### config.mk
export PLATFORM = sky130hd
export DESIGN_NAME = motor_speed_slew_ramp_top
export DESIGN_NICKNAME = d
export VERILOG_FILES = /design/src/hdl/msr_pkg.sv /design/src/hdl/motor_speed_slew_ramp_top.sv /design/src/hdl/msr_div_lane.sv /design/src/hdl/msr_volt.sv
export SDC_FILE = /design/constraint.sdc
export NUM_CORES = 2
export LEC_CHECK = 0
export BUFFER_PORTS_ARGS = -buffer_cell sky130_fd_sc_hd__buf_2
export CAP_MARGIN = 0
export CORE_ASPECT_RATIO = 0.5
export CORE_MARGIN = 10
export CORE_UTILIZATION = 50
export DETAILED_ROUTE_END_ITERATION = 6
export MAX_ROUTING_LAYER = met4
export PLACE_DENSITY = 0.66
export SYNTH_ARGS = -nofsm -noshare
export SYNTH_HDL_FRONTEND = slang
export SYNTH_SLANG_ARGS = --single-unit
export TNS_END_PERCENT = 30
### constraint.sdc
create_clock -name clk -period 11.5 [get_ports clk]
set_input_delay 1.15 -clock clk [delete_from_list [all_inputs] [get_ports clk]]
set_output_delay 1.15 -clock clk [all_outputs]
set_load 0.1 [all_outputs]
### src/hdl/msr_pkg.sv
// Shared types, constants and helpers for the motor speed slew ramp.
// No dependencies; imported by every module of the block.
package msr_pkg;

  // Fixed point of the ramp accumulators and increments
  localparam int FRAC_BITS = 16;
  localparam int SPD_W     = 8;
  localparam int ACC_W     = SPD_W + FRAC_BITS;
  localparam int DIVD_W    = SPD_W + FRAC_BITS;
  localparam int QUOT_W    = FRAC_BITS + 1;
  localparam int INC_W     = QUOT_W + 1;
  localparam int DCNT_W    = $clog2(DIVD_W + 1);

  // Ramp bookkeeping
  localparam int TOT_W     = 12;
  localparam int SLEW_W    = 4;
  localparam int MAXS_W    = 7;
  localparam int TMO_W     = 16;

  // Configuration port
  localparam int CFG_IDX_W  = 2;
  localparam int CFG_DATA_W = 16;
  localparam logic [CFG_IDX_W-1:0] REG_MAX_SPEED = 2'd0;
  localparam logic [CFG_IDX_W-1:0] REG_SLEW_RATE = 2'd1;
  localparam logic [CFG_IDX_W-1:0] REG_TIMEOUT   = 2'd2;

  localparam logic [MAXS_W-1:0] MAX_SPEED_RST = 7'd127;
  localparam logic [SLEW_W-1:0] SLEW_RATE_RST = 4'd1;
  localparam logic [TMO_W-1:0]  TIMEOUT_RST   = 16'd1000;

  // Bus voltage: (raw*100 + 14730) / 154, via reciprocal multiply
  localparam int RAW_W       = 8;
  localparam int VNUM_W      = 16;
  localparam int VOLT_SCALE  = 100;
  localparam int VOLT_OFFSET = 14730;
  localparam int VOLT_DIV    = 154;
  localparam int VOLT_SAT    = 255;
  localparam int RECIP_SHIFT = 24;
  localparam int RECIP_W     = 17;
  localparam int VOLT_RECIP  = ((1 << RECIP_SHIFT) + VOLT_DIV - 1) / VOLT_DIV;
  localparam int VPROD_W     = VNUM_W + RECIP_W;
  localparam int VQ_W        = VPROD_W - RECIP_SHIFT;

  typedef enum logic [1:0] {
    KIND_TICK,
    KIND_RAMP,
    KIND_DIRECT,
    KIND_NOP
  } kind_t;

  // Result of one bit-serial divider lane
  typedef struct packed {
    logic              done;
    logic [QUOT_W-1:0] quot;
  } div_res_t;

  // Symmetric clamp to +/- limit
  function automatic logic signed [SPD_W-1:0] clamp_speed(
    input logic signed [SPD_W-1:0] s,
    input logic [MAXS_W-1:0]       m
  );
    logic signed [SPD_W:0] lim;
    logic signed [SPD_W:0] sx;
    logic signed [SPD_W:0] res;
    lim = $signed({2'b00, m});
    sx  = $signed({s[SPD_W-1], s});
    if (sx < -lim) begin
      res = -lim;
    end else if (sx > lim) begin
      res = lim;
    end else begin
      res = sx;
    end
    return res[SPD_W-1:0];
  endfunction

endpackage

### src/hdl/motor_speed_slew_ramp_top.sv
// Three-motor speed slew-rate limiter: top level with sequencer and ramp state.
// Depends on msr_pkg, msr_div_lane, msr_volt.
//
//   channel  | handshake           | payload
//   ---------+---------------------+--------------------------------------------
//   in_      | in_valid / in_stall | kind, target_a/b/c, motor_index,
//            |                     | direct_speed, raw_voltage
//   out_     | out_valid/out_stall | speed_a/b/c, bus_voltage, ramping,
//            |                     | timeout_fired
//   cfg_     | cfg_valid/cfg_ready | cfg_index, cfg_data (ready always high)
//
// One item at a time. Direct set and no-op: transfer, FIN, result register. Tick:
// ADV, then ADV2 when a step is taken, then FIN. Ramp command (or a tick that
// hits the timeout) with a nonzero step total: RAMP0, RAMP1 and DIV, where the
// three bit-serial divider lanes run SPD_W + FRAC_BITS = 24 steps in parallel.
// Synchronous active-low reset loads the register defaults and an idle ramp.
// The result register lets the next item transfer in while a result waits
// on out_stall; a finished item waits in FIN only if that register is full.
module motor_speed_slew_ramp_top import msr_pkg::*; (
  input  logic                    clk,
  input  logic                    rst_n,
  // input channel
  input  logic                    in_valid,
  output logic                    in_stall,
  input  logic [1:0]              in_kind,
  input  logic signed [SPD_W-1:0] in_target_a,
  input  logic signed [SPD_W-1:0] in_target_b,
  input  logic signed [SPD_W-1:0] in_target_c,
  input  logic [1:0]              in_motor_index,
  input  logic signed [SPD_W-1:0] in_direct_speed,
  input  logic [RAW_W-1:0]        in_raw_voltage,
  // result channel
  output logic                    out_valid,
  input  logic                    out_stall,
  output logic signed [SPD_W-1:0] out_speed_a,
  output logic signed [SPD_W-1:0] out_speed_b,
  output logic signed [SPD_W-1:0] out_speed_c,
  output logic [7:0]              out_bus_voltage,
  output logic                    out_ramping,
  output logic                    out_timeout_fired,
  // configuration
  input  logic                    cfg_valid,
  output logic                    cfg_ready,
  input  logic [CFG_IDX_W-1:0]    cfg_index,
  input  logic [CFG_DATA_W-1:0]   cfg_data
);

  typedef enum logic [2:0] {
    S_IDLE,
    S_RAMP0,
    S_RAMP1,
    S_DIV,
    S_ADV,
    S_ADV2,
    S_FIN
  } state_t;

  state_t state_r, state_nxt;

  // configuration registers
  logic [MAXS_W-1:0] max_speed_r, max_speed_nxt;
  logic [SLEW_W-1:0] slew_r, slew_nxt;
  logic [TMO_W-1:0]  timeout_r, timeout_nxt;

  // ramp state
  logic signed [SPD_W-1:0] cur_r [3];
  logic signed [SPD_W-1:0] cur_nxt [3];
  logic signed [SPD_W-1:0] fin_r [3];
  logic signed [SPD_W-1:0] fin_nxt [3];
  logic signed [ACC_W-1:0] acc_r [3];
  logic signed [ACC_W-1:0] acc_nxt [3];
  logic signed [INC_W-1:0] inc_r [3];
  logic signed [INC_W-1:0] inc_nxt [3];
  logic [TOT_W-1:0]        total_r, total_nxt;
  logic [TOT_W-1:0]        count_r, count_nxt;
  logic [TMO_W-1:0]        idle_r, idle_nxt;

  // per-item working registers
  kind_t                   kind_r, kind_nxt;
  logic signed [SPD_W-1:0] tgt_r [3];
  logic signed [SPD_W-1:0] tgt_nxt [3];
  logic [SPD_W-1:0]        mag_r [3];
  logic [SPD_W-1:0]        mag_nxt [3];
  logic [2:0]              neg_r, neg_nxt;
  logic                    fired_r, fired_nxt;

  // result register
  logic                    out_valid_r, out_valid_nxt;
  logic signed [SPD_W-1:0] out_spd_r [3];
  logic signed [SPD_W-1:0] out_spd_nxt [3];
  logic [7:0]              out_volt_r, out_volt_nxt;
  logic                    out_ramp_r, out_ramp_nxt;
  logic                    out_fired_r, out_fired_nxt;

  // datapath helpers
  logic                    accept;
  logic                    div_start;
  logic                    div_done;
  div_res_t                div_res [3];
  logic [7:0]              volt;
  logic [TMO_W-1:0]        idle_inc;
  logic signed [SPD_W:0]   diff [3];
  logic [SPD_W:0]          diff_abs [3];
  logic [SPD_W-1:0]        mx;
  logic                    same_tgt;
  logic signed [SPD_W-1:0] in_tgt [3];
  logic signed [INC_W-1:0] quot_s [3];
  logic [SPD_W-1:0]        acc_int [3];

  assign accept    = in_valid && !in_stall;
  assign in_stall  = (state_r != S_IDLE);
  assign cfg_ready = 1'b1;
  assign idle_inc  = idle_r + 1'b1;
  assign div_done  = div_res[0].done & div_res[1].done & div_res[2].done;

  assign in_tgt[0] = in_target_a;
  assign in_tgt[1] = in_target_b;
  assign in_tgt[2] = in_target_c;

  // ramp setup arithmetic: differences, magnitudes, largest magnitude
  always_comb begin
    mx       = '0;
    same_tgt = 1'b1;
    for (int i = 0; i < 3; i++) begin
      diff[i]     = $signed({tgt_r[i][SPD_W-1], tgt_r[i]}) -
                    $signed({cur_r[i][SPD_W-1], cur_r[i]});
      diff_abs[i] = diff[i][SPD_W] ? (SPD_W+1)'(-diff[i]) : diff[i];
      if (diff_abs[i][SPD_W-1:0] > mx) begin
        mx = diff_abs[i][SPD_W-1:0];
      end
      if (tgt_r[i] != fin_r[i]) begin
        same_tgt = 1'b0;
      end
      quot_s[i] = $signed({1'b0, div_res[i].quot});
      // accumulator truncated toward zero
      acc_int[i] = acc_r[i][ACC_W-1:FRAC_BITS];
      if (acc_r[i][ACC_W-1] && (acc_r[i][FRAC_BITS-1:0] != '0)) begin
        acc_int[i] = acc_int[i] + 1'b1;
      end
    end
  end

  // sequencer
  always_comb begin
    state_nxt     = state_r;
    max_speed_nxt = max_speed_r;
    slew_nxt      = slew_r;
    timeout_nxt   = timeout_r;
    cur_nxt       = cur_r;
    fin_nxt       = fin_r;
    acc_nxt       = acc_r;
    inc_nxt       = inc_r;
    total_nxt     = total_r;
    count_nxt     = count_r;
    idle_nxt      = idle_r;
    kind_nxt      = kind_r;
    tgt_nxt       = tgt_r;
    mag_nxt       = mag_r;
    neg_nxt       = neg_r;
    fired_nxt     = fired_r;
    out_spd_nxt   = out_spd_r;
    out_volt_nxt  = out_volt_r;
    out_ramp_nxt  = out_ramp_r;
    out_fired_nxt = out_fired_r;
    out_valid_nxt = out_valid_r && out_stall;
    div_start     = 1'b0;

    if (cfg_valid) begin
      unique case (cfg_index)
        REG_MAX_SPEED: max_speed_nxt = cfg_data[MAXS_W-1:0];
        REG_SLEW_RATE: slew_nxt      = cfg_data[SLEW_W-1:0];
        REG_TIMEOUT:   timeout_nxt   = cfg_data[TMO_W-1:0];
        default: ;
      endcase
    end

    unique case (state_r)
      S_IDLE: begin
        if (accept) begin
          kind_nxt  = kind_t'(in_kind);
          fired_nxt = 1'b0;
          unique case (kind_t'(in_kind))
            KIND_TICK: begin
              if (idle_inc == timeout_r) begin
                // timeout: ramp all motors to zero
                fired_nxt = 1'b1;
                idle_nxt  = '0;
                for (int i = 0; i < 3; i++) tgt_nxt[i] = '0;
                state_nxt = S_RAMP0;
              end else begin
                idle_nxt  = idle_inc;
                state_nxt = S_ADV;
              end
            end
            KIND_RAMP: begin
              idle_nxt = '0;
              for (int i = 0; i < 3; i++) begin
                tgt_nxt[i] = clamp_speed(in_tgt[i], max_speed_r);
              end
              state_nxt = S_RAMP0;
            end
            KIND_DIRECT: begin
              for (int i = 0; i < 3; i++) begin
                if (in_motor_index == 2'(i)) begin
                  cur_nxt[i] = clamp_speed(in_direct_speed, max_speed_r);
                end
              end
              state_nxt = S_FIN;
            end
            KIND_NOP: state_nxt = S_FIN;
            default: state_nxt = S_FIN;
          endcase
        end
      end

      S_RAMP0: begin
        if (same_tgt) begin
          state_nxt = (kind_r == KIND_TICK) ? S_ADV : S_FIN;
        end else begin
          total_nxt = TOT_W'({{(TOT_W-SPD_W){1'b0}}, mx} *
                             {{(TOT_W-SLEW_W){1'b0}}, slew_r});
          count_nxt = '0;
          for (int i = 0; i < 3; i++) begin
            fin_nxt[i] = tgt_r[i];
            acc_nxt[i] = $signed({cur_r[i], {FRAC_BITS{1'b0}}});
            mag_nxt[i] = diff_abs[i][SPD_W-1:0];
            neg_nxt[i] = diff[i][SPD_W];
          end
          state_nxt = S_RAMP1;
        end
      end

      S_RAMP1: begin
        if (total_r == '0) begin
          for (int i = 0; i < 3; i++) inc_nxt[i] = '0;
          state_nxt = (kind_r == KIND_TICK) ? S_ADV : S_FIN;
        end else begin
          div_start = 1'b1;
          state_nxt = S_DIV;
        end
      end

      S_DIV: begin
        if (div_done) begin
          for (int i = 0; i < 3; i++) begin
            inc_nxt[i] = neg_r[i] ? -quot_s[i] : quot_s[i];
          end
          state_nxt = (kind_r == KIND_TICK) ? S_ADV : S_FIN;
        end
      end

      S_ADV: begin
        priority if (count_r < total_r) begin
          for (int i = 0; i < 3; i++) begin
            acc_nxt[i] = acc_r[i] +
                         $signed({{(ACC_W-INC_W){inc_r[i][INC_W-1]}}, inc_r[i]});
          end
          count_nxt = count_r + 1'b1;
          state_nxt = S_ADV2;
        end else if (count_r == total_r) begin
          cur_nxt   = fin_r;
          count_nxt = count_r + 1'b1;
          state_nxt = S_FIN;
        end else begin
          state_nxt = S_FIN;
        end
      end

      S_ADV2: begin
        for (int i = 0; i < 3; i++) cur_nxt[i] = $signed(acc_int[i]);
        state_nxt = S_FIN;
      end

      S_FIN: begin
        if (!out_valid_r || !out_stall) begin
          out_spd_nxt   = cur_r;
          out_volt_nxt  = (kind_r == KIND_TICK) ? volt : 8'd0;
          out_ramp_nxt  = (count_r <= total_r);
          out_fired_nxt = fired_r;
          out_valid_nxt = 1'b1;
          state_nxt     = S_IDLE;
        end
      end

      default: state_nxt = S_IDLE;
    endcase
  end

  always_ff @(posedge clk) begin
    if (!rst_n) begin
      state_r     <= S_IDLE;
      max_speed_r <= MAX_SPEED_RST;
      slew_r      <= SLEW_RATE_RST;
      timeout_r   <= TIMEOUT_RST;
      for (int i = 0; i < 3; i++) begin
        cur_r[i] <= '0;
        fin_r[i] <= '0;
        acc_r[i] <= '0;
        inc_r[i] <= '0;
      end
      total_r     <= '0;
      count_r     <= TOT_W'(1);
      idle_r      <= '0;
      out_valid_r <= 1'b0;
    end else begin
      state_r     <= state_nxt;
      max_speed_r <= max_speed_nxt;
      slew_r      <= slew_nxt;
      timeout_r   <= timeout_nxt;
      cur_r       <= cur_nxt;
      fin_r       <= fin_nxt;
      acc_r       <= acc_nxt;
      inc_r       <= inc_nxt;
      total_r     <= total_nxt;
      count_r     <= count_nxt;
      idle_r      <= idle_nxt;
      out_valid_r <= out_valid_nxt;
    end
    kind_r      <= kind_nxt;
    tgt_r       <= tgt_nxt;
    mag_r       <= mag_nxt;
    neg_r       <= neg_nxt;
    fired_r     <= fired_nxt;
    out_spd_r   <= out_spd_nxt;
    out_volt_r  <= out_volt_nxt;
    out_ramp_r  <= out_ramp_nxt;
    out_fired_r <= out_fired_nxt;
  end

  // one divider lane per motor, all started together
  for (genvar g = 0; g < 3; g++) begin : g_div
    msr_div_lane u_div (
      .clk     (clk),
      .rst_n   (rst_n),
      .start   (div_start),
      .mag     (mag_r[g]),
      .divisor (total_r),
      .res     (div_res[g])
    );
  end

  // voltage is sampled on every transfer, used only for ticks
  msr_volt u_volt (
    .clk  (clk),
    .load (accept),
    .raw  (in_raw_voltage),
    .volt (volt)
  );

  assign out_valid         = out_valid_r;
  assign out_speed_a       = out_spd_r[0];
  assign out_speed_b       = out_spd_r[1];
  assign out_speed_c       = out_spd_r[2];
  assign out_bus_voltage   = out_volt_r;
  assign out_ramping       = out_ramp_r;
  assign out_timeout_fired = out_fired_r;

endmodule

### src/hdl/msr_div_lane.sv
// Bit-serial restoring divider: (mag << FRAC_BITS) / divisor, one quotient bit per cycle.
// Depends on msr_pkg.
module msr_div_lane import msr_pkg::*; (
  input  logic             clk,
  input  logic             rst_n,
  input  logic             start,
  input  logic [SPD_W-1:0] mag,
  input  logic [TOT_W-1:0] divisor,
  output div_res_t         res
);

  logic [TOT_W-1:0]  rem_r, rem_nxt;
  logic [DIVD_W-1:0] dq_r, dq_nxt;
  logic [TOT_W-1:0]  dvs_r, dvs_nxt;
  logic [DCNT_W-1:0] cnt_r, cnt_nxt;
  logic              done_r, done_nxt;

  logic [TOT_W:0] trial;
  logic [TOT_W:0] trial_sub;
  logic           fits;

  assign trial     = {rem_r, dq_r[DIVD_W-1]};
  assign fits      = (trial >= {1'b0, dvs_r});
  assign trial_sub = trial - {1'b0, dvs_r};

  always_comb begin
    rem_nxt  = rem_r;
    dq_nxt   = dq_r;
    dvs_nxt  = dvs_r;
    cnt_nxt  = cnt_r;
    done_nxt = 1'b0;
    if (start) begin
      rem_nxt = '0;
      dq_nxt  = {mag, {FRAC_BITS{1'b0}}};
      dvs_nxt = divisor;
      cnt_nxt = DCNT_W'(DIVD_W);
    end else if (cnt_r != '0) begin
      rem_nxt  = fits ? trial_sub[TOT_W-1:0] : trial[TOT_W-1:0];
      dq_nxt   = {dq_r[DIVD_W-2:0], fits};
      cnt_nxt  = cnt_r - 1'b1;
      done_nxt = (cnt_r == DCNT_W'(1));
    end
  end

  always_ff @(posedge clk) begin
    if (!rst_n) begin
      cnt_r  <= '0;
      done_r <= 1'b0;
    end else begin
      cnt_r  <= cnt_nxt;
      done_r <= done_nxt;
    end
    rem_r <= rem_nxt;
    dq_r  <= dq_nxt;
    dvs_r <= dvs_nxt;
  end

  // quotient never exceeds 2^FRAC_BITS since divisor >= mag
  assign res.done = done_r;
  assign res.quot = dq_r[QUOT_W-1:0];

endmodule

### src/hdl/msr_volt.sv
// Bus voltage converter: raw ADC byte to tenths of a volt, two register stages.
// Depends on msr_pkg.
module msr_volt import msr_pkg::*; (
  input  logic             clk,
  input  logic             load,
  input  logic [RAW_W-1:0] raw,
  output logic [7:0]       volt
);

  logic [VNUM_W-1:0]  num_r, num_nxt;
  logic               zero_r, zero_nxt;
  logic [7:0]         volt_r, volt_nxt;
  logic [VPROD_W-1:0] prod;
  logic [VQ_W-1:0]    quo;

  always_comb begin
    num_nxt  = num_r;
    zero_nxt = zero_r;
    if (load) begin
      num_nxt  = VNUM_W'(raw) * VNUM_W'(VOLT_SCALE) + VNUM_W'(VOLT_OFFSET);
      zero_nxt = (raw == '0);
    end
  end

  // floor(num / 154) exact over the numerator range
  assign prod = VPROD_W'(num_r) * VPROD_W'(VOLT_RECIP);
  assign quo  = prod[VPROD_W-1:RECIP_SHIFT];

  always_comb begin
    if (zero_r || (quo > VQ_W'(VOLT_SAT))) begin
      volt_nxt = 8'(VOLT_SAT);
    end else begin
      volt_nxt = quo[7:0];
    end
  end

  always_ff @(posedge clk) begin
    num_r  <= num_nxt;
    zero_r <= zero_nxt;
    volt_r <= volt_nxt;
  end

  assign volt = volt_r;

endmodule
==> impl_results.md <==
- Distinct cells, synth: 93
- Critical path required time: 11.98 ns
- Hold Crit Depth: 0
- Total gr overflow: 0
- Clock sinks: 494
- Final net count: 4783
- Synthesized cell area: 0.0362 mm2
- Reg-to-Reg End: total_r[11]
- Post-CTS resize count: 0
- Post-synth EDFFs: 139
- RSZ-0062 raised after global routing: false
- Vias per cell: 5.83
- FF+latch count, synth: 494
- Max_slew headroom: 20.7%
- FF-to-FF setup slack: 2.10 ns
- CTS max path bufs: 3
- # DRC: 0
- Setup Viol. Count Final: 0
- Gpl congestion: 0.946
- Largest area contributor in the netlist: dfxtp_1
- Cell with the most instances after synthesis: nand2_1
- Max Freq: 106 MHz
- First-pass GRT wire length: 157000 um
- Fin. max-slew vios: 0
- 1st-iter DRT viols: 2524
- Net Count, Synth: 4763
- Num rows: 69
- Worst skew pair latency: 0.63 ns
- DP Wirelength: 74400 um
- First-pass DRT Iterations: 6
- Mean cell area of the mapped netlist: 8.68 um2
- Layout Cells excl Fill: 5184
- Hold Crit Class: register to register
- Critical Path Max Stage Delay: 0.54 ns
- Hold-fix buffers, CTS: 0
- Die width: 400 um
- CTS tree: done
- Setup Fix Bufs, Post-CTS: 0
- Top Ports: 104
- Worst reg-to-reg path cell count: 40
- Crit path launch: tgt_r[16]
- Main synth FF type: dfxtp_1
- H-tree Lvls: 2
- Initial cell density of the core: 50.7%
- Final hold violation count: 0
- CTS Buf Count: 49
- Inst Count DP: 5094
- Clock period minus worst slack: 9.40 ns
- Worst Path Arrival: 9.88 ns
- Yosys top cell area share: 19.6%
- Initial antenna violation count: 2
- Worst setup slack after placement: 2.19 ns
- Fillers: 6588
- Final setup TNS: 0 ns
- Final WS setup: 2.10 ns
- Routed Antenna Nets: 0
- Synth Instances: 4167
- DIE HEIGHT: 210 um
- Post-synth top cells: nand2_1, ha_1, a21oi_1, dfxtp_1, inv_1
- Layout cells sized above 1: 6.87%
- Hold-critical path endpoint: out_timeout_fired
- Final wirelength: 99300 um
- Core Area: 0.0713 mm2
- Top cells by area, synth: dfxtp_1, ha_1, edfxtp_1
- Critical Path Fanout Max: 14
- Tcrit/Tclk final: 81.7%
- Seq/Total Area, Yosys: 31.2%
- Buffers added on ports: 102
- Skew final: 0.0314 ns
- Die area: 0.0842 mm2
- Total track usage: 23.5%
- Clk slew on worst S/H paths: 0.07 ns
- Min-delay src: fired_r
- Via Count: 30200
- Worst slew pin tran: 1.18 ns
- Post-detailed-route wirelength per cell: 19.2 um
- FF-to-FF Start: tgt_r[16]
- Area Growth Syn to Fin: 8.65%
- Synth warn: 0
- Vias in the first global route: 28900
- Fraction of registers with async set/reset: 0%
- Root buf cell: clkbuf_16
- Largest net degree at the start of global routing: 90
- Status: completed
- Startpoint Class: register
- Crit end category: register
- Slowest stage cell on the critical path: fa_1
- WS Path Type: register to register
- Max_cap viols: 0
[cell usage in the layout, fill, tap and decap left out, types with 59 or more instances in the layout]
cell and instances:
nand2_1 448, ha_1 427, a21oi_1 367, dfxtp_1 354, inv_1 338, nor2_1 267, o21ai_0 201, xnor2_1 157
nand3_1 143, edfxtp_1 139, fa_1 102, buf_2 102, xor2_1 91, nor3_1 79, mux2i_1 71, o21a_1 59
[worst max-delay path: cells and delay by family, from the launching register on]
| family | cells | cell delay [ns] |
|---|---|---|
| fa+ha+maj | 7 | 2.49 |
| buf+inv | 4 | 0.28 |
| simple gates | 9 | 1.48 |
| mux | 1 | 0.40 |
| xor+xnor | 2 | 0.55 |
| flops | 1 | 0.42 |
| compound gates | 17 | 3.66 |
[state kept, by name, summed over array words and instances (netlist names), 14 cells and up]
signal and count:
acc_r 72, inc_r 54, tgt_r 24, g_div.u_div.rem_r 36, g_div.u_div.cnt_r 15, mag_r 24
u_volt.num_r 14, g_div.u_div.dq_r 72, timeout_r 16, fin_r 24, idle_r 16, cur_r 24
[cell families (layout without fill, tap and decap cells)]
family | Yosys count | after routing | synth area share, %
muxes | 83 | 83 | 2.35
and+or+nand+nor | 1287 | 1287 | 17.0
AOI/OAI and AO/OA | 1016 | 1016 | 17.7
other | 1 | 3 | 0.0104
xor gates and xnor gates | 248 | 248 | 6.00
DFF | 494 | 494 | 31.2
buffers and inverters | 509 | 566 | 5.41
adders and majority gates | 529 | 529 | 20.4
[through the flow]
| stage | area, um2 | utilization [%] | hold WS, ns |
|---|---|---|---|
| CTS | 39300 | 55.1 | 0.428 |
| global route | 39300 | 55.1 | 0.435 |
| detailed placement | 37600 | 52.7 | 0.412 |
| global placement | 37600 | 52.7 | 0.402 |
| floorplan | 36200 | - | 0.400 |
| finish | 39300 | 55.1 | 0.424 |
[how the worst max path moves through the flow]
stage,slack [ns],end,cells after the start
global route,1.23,total_r[11],41
detailed placement,2.19,total_r[11],38
global placement,2.23,total_r[11],40
finish,2.10,total_r[11],40
CTS,2.15,total_r[11],40
floorplan,2.69,total_r[11],43
[cell type report]
type	count	area, um2	share of cell area (%)
Sequential cell	494	11300	28.7
Clock inverter	23	320	0.815
Inverter	341	1280	3.27
Timing Repair Buffer	137	773	1.97
Tap cell	958	1200	3.05
Clock buffer	65	1430	3.64
Multi-Input combinational cell	3164	23000	58.6
Antenna cell	2	5.00	0.0127
[metal layers]
metal  up-vias  global-route usage (%)  routed length (um)
met5         -                       -                   0
met4         0                    6.83                2890
met3       166                    3.68                6800
met2       906                    36.7               43500
met1     14400                    31.4               46100
li1      14800                       -                   -
Power is not shown: default switching activity piles up to over one toggle a cycle in this logic, so the estimate is an artifact.
